$ cat src/design/gradient_noise_turbulence_assert.svh
// ----------------------------------------------------------------------------
// gradient_noise_turbulence assertion macros
// Shared concurrent assertion forms for the noise block.
// ----------------------------------------------------------------------------
`ifndef GRADIENT_NOISE_TURBULENCE_ASSERT_SVH
`define GRADIENT_NOISE_TURBULENCE_ASSERT_SVH

// same-cycle implication
`define GNT_ASSERT_SAME(label, clk, rst_n, ante, cons) \
	label: assert property (@(posedge clk) disable iff (!rst_n) (ante) |-> (cons)) \
		else $error("gnt assertion failed");

// next-cycle implication
`define GNT_ASSERT_NEXT(label, clk, rst_n, ante, cons) \
	label: assert property (@(posedge clk) disable iff (!rst_n) (ante) |=> (cons)) \
		else $error("gnt assertion failed");

`endif

$ cat src/design/gnt_pkg.sv
// ----------------------------------------------------------------------------
// gnt_pkg
// Types and constants shared by the gradient noise controller and datapath.
// ----------------------------------------------------------------------------
`default_nettype none

package gnt_pkg;

	localparam int TABLE_SIZE_DEF = 256;
	localparam int MAX_OCT_DEF    = 8;

	localparam int        DEPTH_W   = 4;
	localparam logic [3:0] DEPTH_RST = 4'd7;

	localparam int COORD_W = 32;
	localparam int FRAC_W  = 16;
	localparam int W_W     = 17;  // Q1.16 weight up to 1.0
	localparam int D_W     = 17;  // signed offset
	localparam int PROD_W  = 33;
	localparam int DOT_W   = 35;
	localparam int WD_W    = 53;
	localparam int SUM_W   = 56;
	localparam int ACC_W   = 60;
	localparam int OUT_W   = 32;

	localparam logic [W_W-1:0] ONE_Q16 = 17'd65536;

	localparam logic [1:0] MODE_LOAD_GRAD = 2'd0;
	localparam logic [1:0] MODE_LOAD_PERM = 2'd1;
	localparam logic [1:0] MODE_NOISE     = 2'd2;
	localparam logic [1:0] MODE_TURB      = 2'd3;

	typedef enum logic [3:0] {
		ST_IDLE,
		ST_SHIFT,
		ST_SQUARE,
		ST_SMOOTH,
		ST_CORNER,
		ST_DRAIN,
		ST_ACCUM,
		ST_RESULT
	} state_t;

	typedef struct packed {
		logic       capture;
		logic       wr_grad;
		logic       wr_perm;
		logic       clr_sum;
		logic       shift_en;
		logic       square_en;
		logic       smooth_en;
		logic       issue;
		logic [2:0] corner;
		logic       clr_acc;
		logic       acc_en;
		logic       load_out;
		logic       eval;
		logic       turb;
	} cmd_t;

	typedef struct packed {
		logic pipe_busy;
	} sts_t;

endpackage

`default_nettype wire

$ cat src/design/gnt_ctrl.sv
// ----------------------------------------------------------------------------
// gnt_ctrl
// Sequencer: handshakes, depth register, octave and corner counting.
// ----------------------------------------------------------------------------
`default_nettype none

`include "gradient_noise_turbulence_assert.svh"

module gnt_ctrl #(
	parameter int MAX_OCTAVES = gnt_pkg::MAX_OCT_DEF,
	localparam int OCT_W = $clog2(MAX_OCTAVES + 1)
) (
	input  wire                 clk,
	input  wire                 arst_n,
	input  wire                 in_valid,
	output logic                in_stall,
	input  wire [1:0]           mode,
	output logic                out_valid,
	input  wire                 out_stall,
	input  wire                 cfg_valid,
	output logic                cfg_ready,
	input  wire [3:0]           cfg_data,
	output gnt_pkg::cmd_t       cmd,
	output logic [OCT_W-1:0]    oct,
	input  gnt_pkg::sts_t       sts
);

	gnt_pkg::state_t  state_q, state_d;
	logic [3:0]       depth_q;
	logic [OCT_W-1:0] oct_q, oct_d, n_q, n_d;
	logic [2:0]       corner_q, corner_d;
	logic             eval_q, eval_d, turb_q, turb_d;
	logic             out_valid_q, out_free, accept;

	assign cfg_ready = 1'b1;
	assign in_stall  = (state_q != gnt_pkg::ST_IDLE);
	assign accept    = in_valid && !in_stall;
	assign out_valid = out_valid_q;
	assign out_free  = !out_valid_q || !out_stall;
	assign oct       = oct_q;

	always_ff @(posedge clk or negedge arst_n) begin
		if (!arst_n) begin
			state_q     <= gnt_pkg::ST_IDLE;
			depth_q     <= gnt_pkg::DEPTH_RST;
			oct_q       <= '0;
			n_q         <= '0;
			corner_q    <= '0;
			eval_q      <= 1'b0;
			turb_q      <= 1'b0;
			out_valid_q <= 1'b0;
		end else begin
			state_q  <= state_d;
			oct_q    <= oct_d;
			n_q      <= n_d;
			corner_q <= corner_d;
			eval_q   <= eval_d;
			turb_q   <= turb_d;
			if (cfg_valid && cfg_ready) begin
				depth_q <= cfg_data;
			end
			if (cmd.load_out) begin
				out_valid_q <= 1'b1;
			end else if (!out_stall) begin
				out_valid_q <= 1'b0;
			end
		end
	end

	always_comb begin
		state_d  = state_q;
		oct_d    = oct_q;
		n_d      = n_q;
		corner_d = corner_q;
		eval_d   = eval_q;
		turb_d   = turb_q;
		cmd      = '0;
		cmd.corner = corner_q;
		cmd.eval   = eval_q;
		cmd.turb   = turb_q;
		unique case (state_q)
			gnt_pkg::ST_IDLE: begin
				if (accept) begin
					cmd.capture = 1'b1;
					cmd.clr_acc = 1'b1;
					oct_d       = '0;
					turb_d      = (mode == gnt_pkg::MODE_TURB);
					unique case (mode)
						gnt_pkg::MODE_LOAD_GRAD: begin
							cmd.wr_grad = 1'b1;
							eval_d      = 1'b0;
							state_d     = gnt_pkg::ST_RESULT;
						end
						gnt_pkg::MODE_LOAD_PERM: begin
							cmd.wr_perm = 1'b1;
							eval_d      = 1'b0;
							state_d     = gnt_pkg::ST_RESULT;
						end
						gnt_pkg::MODE_NOISE: begin
							eval_d  = 1'b1;
							n_d     = OCT_W'(1);
							state_d = gnt_pkg::ST_SHIFT;
						end
						default: begin
							eval_d = 1'b1;
							if (32'(depth_q) > MAX_OCTAVES) begin
								n_d = OCT_W'(MAX_OCTAVES);
							end else begin
								n_d = OCT_W'(depth_q);
							end
							state_d = (depth_q == '0) ? gnt_pkg::ST_RESULT
								: gnt_pkg::ST_SHIFT;
						end
					endcase
				end
			end
			gnt_pkg::ST_SHIFT: begin
				cmd.shift_en = 1'b1;
				cmd.clr_sum  = 1'b1;
				state_d      = gnt_pkg::ST_SQUARE;
			end
			gnt_pkg::ST_SQUARE: begin
				cmd.square_en = 1'b1;
				state_d       = gnt_pkg::ST_SMOOTH;
			end
			gnt_pkg::ST_SMOOTH: begin
				cmd.smooth_en = 1'b1;
				corner_d      = '0;
				state_d       = gnt_pkg::ST_CORNER;
			end
			gnt_pkg::ST_CORNER: begin
				cmd.issue = 1'b1;
				corner_d  = corner_q + 3'd1;
				if (corner_q == 3'd7) begin
					state_d = gnt_pkg::ST_DRAIN;
				end
			end
			gnt_pkg::ST_DRAIN: begin
				if (!sts.pipe_busy) begin
					state_d = gnt_pkg::ST_ACCUM;
				end
			end
			gnt_pkg::ST_ACCUM: begin
				cmd.acc_en = 1'b1;
				oct_d      = oct_q + OCT_W'(1);
				state_d    = (oct_q + OCT_W'(1) == n_q) ? gnt_pkg::ST_RESULT
					: gnt_pkg::ST_SHIFT;
			end
			gnt_pkg::ST_RESULT: begin
				if (out_free) begin
					cmd.load_out = 1'b1;
					state_d      = gnt_pkg::ST_IDLE;
				end
			end
			default: begin
				state_d = gnt_pkg::ST_IDLE;
			end
		endcase
	end

	`GNT_ASSERT_SAME(a_idle_pipe_empty, clk, arst_n, state_q == gnt_pkg::ST_IDLE, !sts.pipe_busy)
	`GNT_ASSERT_SAME(a_accum_after_drain, clk, arst_n, cmd.acc_en, !sts.pipe_busy)
	`GNT_ASSERT_NEXT(a_load_shows_word, clk, arst_n, cmd.load_out, out_valid_q)

endmodule

`default_nettype wire

$ cat config.mk
export PLATFORM = sky130hd
export DESIGN_NAME = gnt_ctrl
export DESIGN_NICKNAME = d
export VERILOG_FILES = /design/src/design/gnt_pkg.sv /design/src/design/gnt_ctrl.sv
export VERILOG_INCLUDE_DIRS = /design/src /design/src/design
export SDC_FILE = /design/constraint.sdc
export NUM_CORES = 1
export LEC_CHECK = 0
export BUFFER_PORTS_ARGS = -buffer_cell sky130_fd_sc_hd__buf_2
export CORE_MARGIN = 3
export CORE_UTILIZATION = 40
export DETAILED_ROUTE_END_ITERATION = 6
export PLACE_DENSITY_LB_ADDON = 0.08
export SYNTH_ARGS = -nofsm -noshare
export SYNTH_HDL_FRONTEND = slang
export SYNTH_SLANG_ARGS = --single-unit
$ cat constraint.sdc
create_clock -name clk -period 1.4 [get_ports clk]
set_input_delay 0.28 -clock clk [delete_from_list [all_inputs] [get_ports clk]]
set_output_delay 0.28 -clock clk [all_outputs]
set_load 0.02 [all_outputs]
==> results of run 1 <==
routing by layer:
layer  vias to the layer above  wire length (um)  share of wire
met1                       506              1306           0.44
met3                         2               133          0.045
met4                         0                15         0.0051
met2                        23              1497           0.51
met5                         -                 0              0
li1                        533                 -              -
what timing repair did:
action                                  4_1_cts  5_1_grt
hold buffers                                  1        0
endpoints found under the setup margin       13       19
gates cloned                                  1        0
resized for setup                            32       27
endpoints found under the hold margin        18        0
pin swaps                                     5        9
buffers inserted                             11        4
metrics by stage:
| stage | util | TNS (ps) | cells |
|---|---|---|---|
| 6_report | 0.7072 | -2432 | 207 |
| 5_1_grt | 0.7072 | -3349 | 207 |
| 4_1_cts | 0.6517 | -2324 | 204 |
| 3_5_place_dp | 0.5560 | -133.2 | 187 |
| 3_3_place_gp | 0.5560 | -97.15 | 187 |
| 2_1_floorplan | - | -77.27 | 119 |
power by group:
group,switching [mW],leakage [nW],internal [mW]
logic,1.26,0.624,1.27
registers,0.212,0.261,0.844
clock network,0.188,0.0177,0.106
registers in the layout (all words and copies together), names as in the netlist:
signal	count
corner_q	3
depth_q	4
eval_q	1
n_q	4
oct	4
out_valid	1
state_q	3
turb_q	1
final cells by class:
type	instances	area, sq um
clock inverter	1	5.005
inverter	4	27.53
sequential	21	530.5
multi-input combinational	85	708.2
timing repair buffer	63	500.5
tap	30	37.54
clock buffer	3	22.52
fill	207	758.2
path summary, 6_finish.rpt:
path	from	endpoint	slack, ps	depth (start not counted)
worst max-delay path	state_q[1]	in_stall	-290	3
worst min-delay path	cfg_data[2]	depth_q[2]	210	2
worst max register to register	depth_q[1]	state_q[1]	-190	4
worst min register to register	turb_q	turb_q	490	2
max in group asynchronous	arst_n	depth_q[1]	590	2
min in group asynchronous	arst_n	oct[1]	460	2
cells by family after synthesis:
family                   share of synthesized area
AND/OR/NAND/NOR                             0.1778
multiplexers                               0.03926
buffers and inverters                      0.06108
AO/OA/AOI/OAI                               0.1745
flip-flops                                  0.4613
XOR/XNOR                                   0.05017
other                                     0.003268
adder cells (fa/ha/maj)                    0.03272
cell usage in the layout, fill, tap and decap left out, types with 2 or more instances in the layout:
master,synthesis,routed
buf_4,5,23
buf_2,2,22
dfrtp_1,18,17
nand2_1,17,16
buf_6,0,14
o21ai_1,8,8
a21oi_1,8,5
a22o_1,5,5
nor2_1,7,4
nand3_1,6,4
mux2_2,4,4
inv_2,2,3
nor2_4,0,3
clkbuf_4,0,3
dfstp_2,3,3
a21oi_2,0,2
xor2_1,2,2
a21o_1,2,2
ha_1,3,2
buf_8,0,2
==> impl_metrics.csv, run 1 <==
group,metric,value,unit
run_status,status,"finished, violations left",
run_status,violations,"negative setup slack",
placement,dpl.hpwl,1950,um
clock_network,cts-root-to-sink-buffers,2,
clock_network,cts_sinks,21,
final_layout,nets,193,
setup_path,crit_arrival,1410,ps
final_layout,fin_area,1832,sq um
timing,fmax,0.5902,GHz
floorplan,die_x,59.56,um
setup_path,cp_common_cell,"buf_6",
global_route,grt_pass1_vias,1102,
placement,port_buffers,33,
final_layout,n_antenna_cell,0,
timing,fin_crit_sh,1.210,
pwr,power_density,2120,nW/um^2
logic_synthesis,ys.flop_type,"dfrtp_1",
setup_path,cp_max_fo,6,
clock_network,clk-insertion-delay-late,300,ps
global_route,grtUsageMet2,0.3105,
logic_synthesis,synth_edf_count,0,
logic_synthesis,async_flop_share,1.000,
global_route,grt_use_total,0.1751,
timing,period_needed,1694,ps
clock_network,clk_pin_slew,120,ps
timing,worst_clock_skew,1.756,ps
logic_synthesis,syn_area_per_cell,9.642,sq um
setup_path,required,1120,ps
hold_path,hp-class,"primary input to register",
floorplan,core-area,2590,sq um
timing,setup_viol,13,
placement,place_congestion,0.7603,
clock_network,cts.htree.levels,1,
floorplan,rows,18,
clock_network,cts_tree,"yes",
global_route,grt_max_degree,22,
logic_synthesis,synth_top_area_share,0.3926,
drt,wl,2953,um
drt,drtIter0Drc,19,
logic_synthesis,yosysSeqAreaShare,0.4613,
drt,via_count,1064,
timing,slew_violations,0,
drt,vias_per_cell,5.140,
logic_synthesis,synth_most_common_cell,"dfrtp_1",
drt,drc,0,
setup_path,path_class,"register to output port",
floorplan,initial_core_util,0.4430,
drt,wl_per_cell,14.27,um
global_route,grt_pass1_wl,4747,um
global_route,gr-total-overflow,0,
global_route,grt_use_met3,0.03268,
setup_path,crit_chain,"buf_6, or3_4, buf_6",
global_route,antenna_found_initial,0,
drt,postRouteAntennaNets,0,
logic_synthesis,syn-cell-area,1147,sq um
setup_path,slowest_delay,440,ps
logic_synthesis,ys_seq_elements,21,
logic_synthesis,syn-num-nets,134,
pwr,p_leak,0.9033,nW
logic_synthesis,yosys.area.top_type,"dfrtp_1",
floorplan,ioPinCount,35,
timing,holdWs,206.4,ps
setup_path,endpoint_kind,"output port",
placement,dp_slack,-133.2,ps
setup_path,crit_family,"flip-flops",
pwr,vdd.ir_drop.worst,0.001523,V
timing,timing.final.ws_setup,-294.4,ps
logic_synthesis,netlist_top_cells_area,"dfrtp_1 39%, dfstp_2 6.9%, nand2_1 5.6%, mux2_2 3.9%, a22o_1 3.8%",
timing,rsz0062_at_grt,"yes",
logic_synthesis,yosys-top-cells-count,"18 x dfrtp_1, 17 x nand2_1, 8 x a21oi_1, 8 x o21ai_1, 7 x nor2_1",
floorplan,die-area,3547,sq um
global_route,grt-busiest-layer,"met2",
floorplan,die_h,59.56,um
timing,hold_viol,0,
setup_path,path_buf_inv,2,
logic_synthesis,syn_inst,119,
setup_path,cpMaxStageDelayCell,"dfrtp_1",
final_layout,drive_gt1_frac,0.5763,
logic_synthesis,synth_cell_types,36,
logic_synthesis,synth_warnings,0,
clock_network,cts_buffers,3,
global_route,use_met1,0.2198,
clock_network,clockRootBuffer,"clkbuf_4",
pwr,finalPower,3.884,mW
job,drv_cap,0,
placement,postPlaceCellArea,1440,sq um
setup_path,start_kind,"register",
final_layout,synthToLayoutAreaGrowth,59.65,%
drt,drt_pre_antenna_iters,4,
Note: power is estimated with default switching activity, not from simulation.
==> run 2, diff against run 1 <==
--- a/config.mk
+++ b/config.mk
@@ -7,8 +7,10 @@
 export NUM_CORES = 1
 export LEC_CHECK = 0
 export BUFFER_PORTS_ARGS = -buffer_cell sky130_fd_sc_hd__buf_2
+export CELL_PAD_IN_SITES_DETAIL_PLACEMENT = 2
+export CELL_PAD_IN_SITES_GLOBAL_PLACEMENT = 2
 export CORE_MARGIN = 3
-export CORE_UTILIZATION = 40
+export CORE_UTILIZATION = 27
 export DETAILED_ROUTE_END_ITERATION = 6
 export PLACE_DENSITY_LB_ADDON = 0.08
 export SYNTH_ARGS = -nofsm -noshare
==> run 2 against run 1 <==
The run still ends with negative setup slack left; die area increased by 43%; highest routed layer unchanged; first-iteration DRC count decreased by 21%; critical endpoint unchanged; count of clock-buffer cells in the layout unchanged; cell area increased by 4.3%; critical path depth unchanged.
==> impl_metrics.csv, run 2 (synthesis gave the netlist of run 1 again) <==
group,metric,value,unit
final_layout,instances_no_fill,239,
global_route,grt_pass1_wl,6513,um
setup_path,cpMaxStageDelayCell,"dfrtp_2",
global_route,antenna_found_initial,0,
floorplan,ioPinCount,35,
pwr,p_leak,0.9474,nW
drt,drt_pre_antenna_iters,4,
floorplan,rows,23,
pwr,internal_power,2.420,mW
clock_network,cts-root-to-sink-buffers,2,
hold_path,hp-start,"cfg_data[3]",
setup_path,required,1120,ps
drt,via_count,1172,
final_layout,nets,205,
clock_network,cts_buffers,3,
hold_path,hold_end,"depth_q[3]",
timing,rsz0062_at_grt,"yes",
drt,postRouteAntennaNets,0,
setup_path,cp_common_cell,"buf_6",
drt,drc,0,
pwr,power_density,2216,nW/um^2
floorplan,core-area,4058,sq um
timing,timing.final.ws_setup,-247.8,ps
setup_path,cp_max_fo,5,
hold_path,hp-class,"primary input to register",
timing,setup_viol,13,
pwr,combPwrFrac,0.650,
final_layout,fill_cells,446,
run_status,status,"finished, violations left",
run_status,violations,"negative setup slack",
pwr,vdd.ir_drop.worst,0.001190,V
floorplan,die_h,71.19,um
clock_network,clk_pin_slew,80,ps
setup_path,slowest_delay,450,ps
drt,drtIter0Drc,15,
drt,wl,4362,um
global_route,grt_use_total,0.1644,
global_route,gr-total-overflow,0,
setup_path,r2r_slack,-200,ps
setup_path,crit_arrival,1370,ps
placement,dpl.hpwl,2698,um
setup_path,r2r_end,"state_q[1]",
clock_network,clockRootBuffer,"clkbuf_8",
final_layout,drive_gt1_frac,0.5820,
final_layout,n_antenna_cell,0,
placement,postPlaceCellArea,1518,sq um
clock_network,cts.htree.levels,1,
timing,final.setup.tns,-2102,ps
floorplan,die-area,5067,sq um
final_layout,fin_area,1911,sq um
final_layout,mostFrequentLayoutCells,"31 x buf_4, 22 x buf_2, 21 x buf_6",
setup_path,endpoint_kind,"output port",
timing,fmax,0.6069,GHz
pwr,netSwitchingFraction,0.4285,
hold_path,hold_path_depth,2,
timing,hold_viol,0,
placement,dp.cells,214,
clock_network,cts_sinks,21,
floorplan,initial_core_util,0.2828,
placement,port_buffers,33,
pwr,clock_power_share,0.097,
setup_path,start_kind,"register",
final_layout,final_common_cell,"buf_4",
drt,wl_per_cell,18.25,um
final_layout,synthToLayoutAreaGrowth,66.52,%
setup_path,r2r-start,"depth_q[1]",
drt,vias_per_cell,4.904,
clock_network,clk-insertion-delay-late,260,ps
timing,holdWs,248.7,ps
setup_path,path_class,"register to output port",
pwr,seqPwrFrac,0.253,
timing,period_needed,1648,ps
job,drv_cap,0,
clock_network,cts_tree,"yes",
placement,place_congestion,0.7735,
setup_path,crit_chain,"buf_6, or3_4, buf_6",
timing,worst_clock_skew,2.026,ps
timing,fin_crit_sh,1.177,
timing,slew_violations,0,
pwr,switching_power,1.814,mW
setup_path,reg2regPathDepth,4,
global_route,grt_max_degree,22,
global_route,grt_pass1_vias,1299,
floorplan,die_x,71.19,um
==> run 2: cell count changes in the layout (fill, tap and decap cells not counted), sizes merged <==
cell / before / now
inv: 3 / 4
clkinv: 2 / 1
buf: 62 / 74
==> run 2: power by group through the flow <==
| stage | Clock, mW | Sequential, mW | Combinational [mW] |
|---|---|---|---|
| floorplan | 0 | 1.14 | 1.14 |
| global placement | 0 | 1.05 | 1.85 |
| detailed placement | 0 | 1.06 | 1.93 |
| CTS | 0.438 | 1.07 | 2.42 |
| global route | 0.461 | 1.12 | 2.96 |
| finish | 0.410 | 1.07 | 2.75 |
==> run 2: what timing repair did <==
action / 4_1_cts / 5_1_grt
hold endpoints to repair: 18 / 0
hold buffers: 1 / 0
setup buffers: 14 / 6
pin swaps: 3 / 7
setup endpoints to repair: 14 / 21
cloned: 0 / 1
resized for setup: 37 / 16
==> run 2: worst max-delay path by stage <==
stage | start | to | slack, ps | cells after the start
floorplan | depth_q[1] | state_q[1] | -60 | 4
global placement | depth_q[1] | state_q[1] | -100 | 4
finish | state_q[0] | in_stall | -250 | 3
CTS | state_q[0] | in_stall | -260 | 3
detailed placement | depth_q[1] | state_q[1] | -140 | 4
global route | state_q[1] | cmd[13] | -300 | 4
==> run 2: layout make-up <==
type	instances	area, sq um	share of cell area
Multi-Input combinational cell	85	661.9	0.3464
Tap cell	50	62.56	0.03274
Clock inverter	1	5.005	0.002620
Inverter	4	17.52	0.009168
Clock buffer	3	41.29	0.02161
Sequential cell	21	533.0	0.2790
Timing Repair Buffer	75	589.3	0.3084
==> run 2: metrics by stage <==
step,power (mW),worst slack [ps],util
after floorplan,2.273,-57.28,-
after global placement,2.893,-102.0,0.3740
after detailed placement,2.986,-141.3,0.3740
after CTS,3.930,-259.3,0.4443
after global routing,4.543,-304.5,0.4709
final,4.234,-247.8,0.4709
==> run 2: routing by layer <==
layer,track usage,part of all wire,vias to the layer above,wire [um]
met5,0,0,-,0
met4,0.03758,0.013,0,55
met3,0.01278,0.022,4,95
met2,0.3061,0.55,22,2403
met1,0.2041,0.41,595,1807
li1,-,-,551,-
==> run 2: critical path, delay by kind of cell (launching register included) <==
kind | cells | cell delay, ps
buffers and inverters | 2 | 280
DFF | 1 | 450
and+or+nand+nor | 1 | 380
==> run 3, diff against run 2 <==
--- a/config.mk
+++ b/config.mk
@@ -13,6 +13,7 @@
 export CORE_UTILIZATION = 27
 export DETAILED_ROUTE_END_ITERATION = 6
 export PLACE_DENSITY_LB_ADDON = 0.08
+export SETUP_SLACK_MARGIN = 0.4
 export SYNTH_ARGS = -nofsm -noshare
 export SYNTH_HDL_FRONTEND = slang
 export SYNTH_SLANG_ARGS = --single-unit
==> run 3 against run 2 <==
The flow still finishes with violations (negative setup slack); register-to-register slack gained 60 ps; via count up 1.1%; cell count increased by 0.84%; wire length rose by 3.7%; sequential share of layout area is 2.4 points lower; first-iteration DRC count increased by 27%; worst setup slack improved by 13 ps; global-route usage rose by 2.0 points; worst hold slack worse by 14 ps; critical path depth unchanged.
==> impl_metrics.csv, run 3 (synthesis gave the netlist of run 1 again) <==
group,metric,value,unit
run_status,status,"finished, violations left",
run_status,violations,"negative setup slack",
pwr,vdd.ir_drop.worst,0.0009172,V
setup_path,crit_arrival,1350,ps
drt,drc,0,
final_layout,mostFrequentLayoutCells,"35 x buf_6, 30 x buf_4, 14 x nand2_1",
timing,maxSlewHeadroom,0.6641,
final_layout,final_common_cell,"buf_6",
clock_network,clockRootBuffer,"clkbuf_8",
drt,drt_pre_antenna_iters,4,
floorplan,die_h,71.19,um
timing,hold_viol,0,
drt,drtIter0Drc,19,
job,drv_cap,0,
final_layout,drive_gt1_frac,0.6754,
setup_path,endpoint_kind,"output port",
floorplan,ioPinCount,35,
floorplan,die-area,5067,sq um
floorplan,rows,23,
setup_path,cp_max_fo,4,
timing,fmax,0.6117,GHz
drt,vias_per_cell,4.917,
floorplan,initial_core_util,0.2828,
pwr,power_density,2230,nW/um^2
final_layout,synthToLayoutAreaGrowth,84.51,%
clock_network,cts_tree,"yes",
final_layout,n_antenna_cell,0,
final_layout,fin_util,0.5217,
floorplan,die_x,71.19,um
placement,place_congestion,0.7254,
final_layout,regArea,540.5,sq um
floorplan,core-area,4058,sq um
placement,dp.cells,215,
setup_path,required,1120,ps
timing,period_needed,1635,ps
global_route,grt_pass1_wl,7162,um
placement,port_buffers,33,
final_layout,instances_no_fill,241,
placement,postPlaceCellArea,1629,sq um
clock_network,cts.htree.levels,1,
pwr,p_leak,0.9814,nW
clock_network,clk_pin_slew,80,ps
timing,timing.final.ws_setup,-234.7,ps
timing,worst_slew_pin_slew,503.8,ps
global_route,grt_max_degree,22,
setup_path,path_class,"register to output port",
timing,slew_violations,0,
clock_network,clk-insertion-delay-late,270,ps
final_layout,multi_input_area,753.2,sq um
global_route,grt_use_total,0.1847,
drt,via_count,1185,
drt,wl,4523,um
pwr,finalPower,4.721,mW
timing,rsz0062_at_grt,"yes",
global_route,grt_pass1_vias,1361,
final_layout,fin_area,2117,sq um
clock_network,cts_buffers,3,
timing,setup_viol,17,
setup_path,start_kind,"register",
final_layout,nets,207,
global_route,gr-total-overflow,0,
timing,fin_crit_sh,1.168,
placement,dpl.hpwl,2763,um
hold_path,hp-class,"primary input to register",
drt,postRouteAntennaNets,0,
clock_network,cts-root-to-sink-buffers,2,
global_route,antenna_found_initial,0,
final_layout,fill_cells,430,
timing,worst_clock_skew,3.633,ps
drt,wl_per_cell,18.77,um
clock_network,cts_sinks,21,
run 3: cell count changes in the layout (fill, tap and decap cells not counted), moves of 2 or more:
cell,delta
buf_2,-11
buf_6,+14
dfrtp_1,-6
dfrtp_2,+6
ha_1,-2
ha_4,+2
inv_2,-3
inv_6,+2
nand2_1,-2
nand2_2,+2
run 3: path summary, 6_finish.rpt:
path | start | endpoint | slack, ps | cells after the start
worst max-delay path | state_q[2] | in_stall | -230 | 3
worst min-delay path | cfg_data[3] | depth_q[3] | 230 | 2
worst max register to register | depth_q[1] | state_q[1] | -140 | 4
worst min register to register | n_q[0] | n_q[0] | 510 | 1
max in group asynchronous | arst_n | corner_q[0] | 520 | 2
min in group asynchronous | arst_n | oct[0] | 510 | 2
run 3: timing repair:
| action | 4_1_cts | 5_1_grt |
|---|---|---|
| buffers inserted | 13 | 8 |
| setup endpoints to repair | 38 | 38 |
| pin swaps | 9 | 8 |
| hold endpoints to repair | 18 | 0 |
| hold buffers | 1 | 0 |
| gates resized for setup | 65 | 18 |
| gates cloned | 0 | 0 |
run 3: per-layer routing:
metal	track usage	up-vias	part of all wire
met5	0	-	0
met1	0.2094	595	0.39
met4	0.09812	0	0.023
li1	-	556	-
met3	0.02699	9	0.026
met2	0.3306	25	0.56
run 3: stage by stage:
step                hold slack [ps]  setup TNS (ps)  worst slack [ps]
global placement              274.2          -110.6            -110.6
finish                        235.0           -2449            -234.7
CTS                           224.8           -1978            -232.2
floorplan                    -15.59          -56.87            -56.87
detailed placement            274.4          -148.1            -135.6
global route                  221.3           -3471            -280.1
run 3: layout make-up:
cell class,instances,share of cell area
clock inverter,1,0.002364
clock buffer,3,0.01950
sequential,21,0.2553
tap,50,0.02955
timing repair buffer,77,0.3233
inverter,4,0.01418
multi-input combinational,85,0.3558
run 3: worst max-delay path, cell delays in order (launching register included):
cell	delay (ps)
dfrtp_2	480
buf_6	150
or3_4	320
buf_6	140
run 3: report_power, final:
part / leakage [nW] / switching (mW) / internal [mW] / total [mW]
registers: 0.251 / 0.329 / 0.866 / 1.20
clock network: 0.0255 / 0.223 / 0.199 / 0.423
logic: 0.705 / 1.45 / 1.65 / 3.10
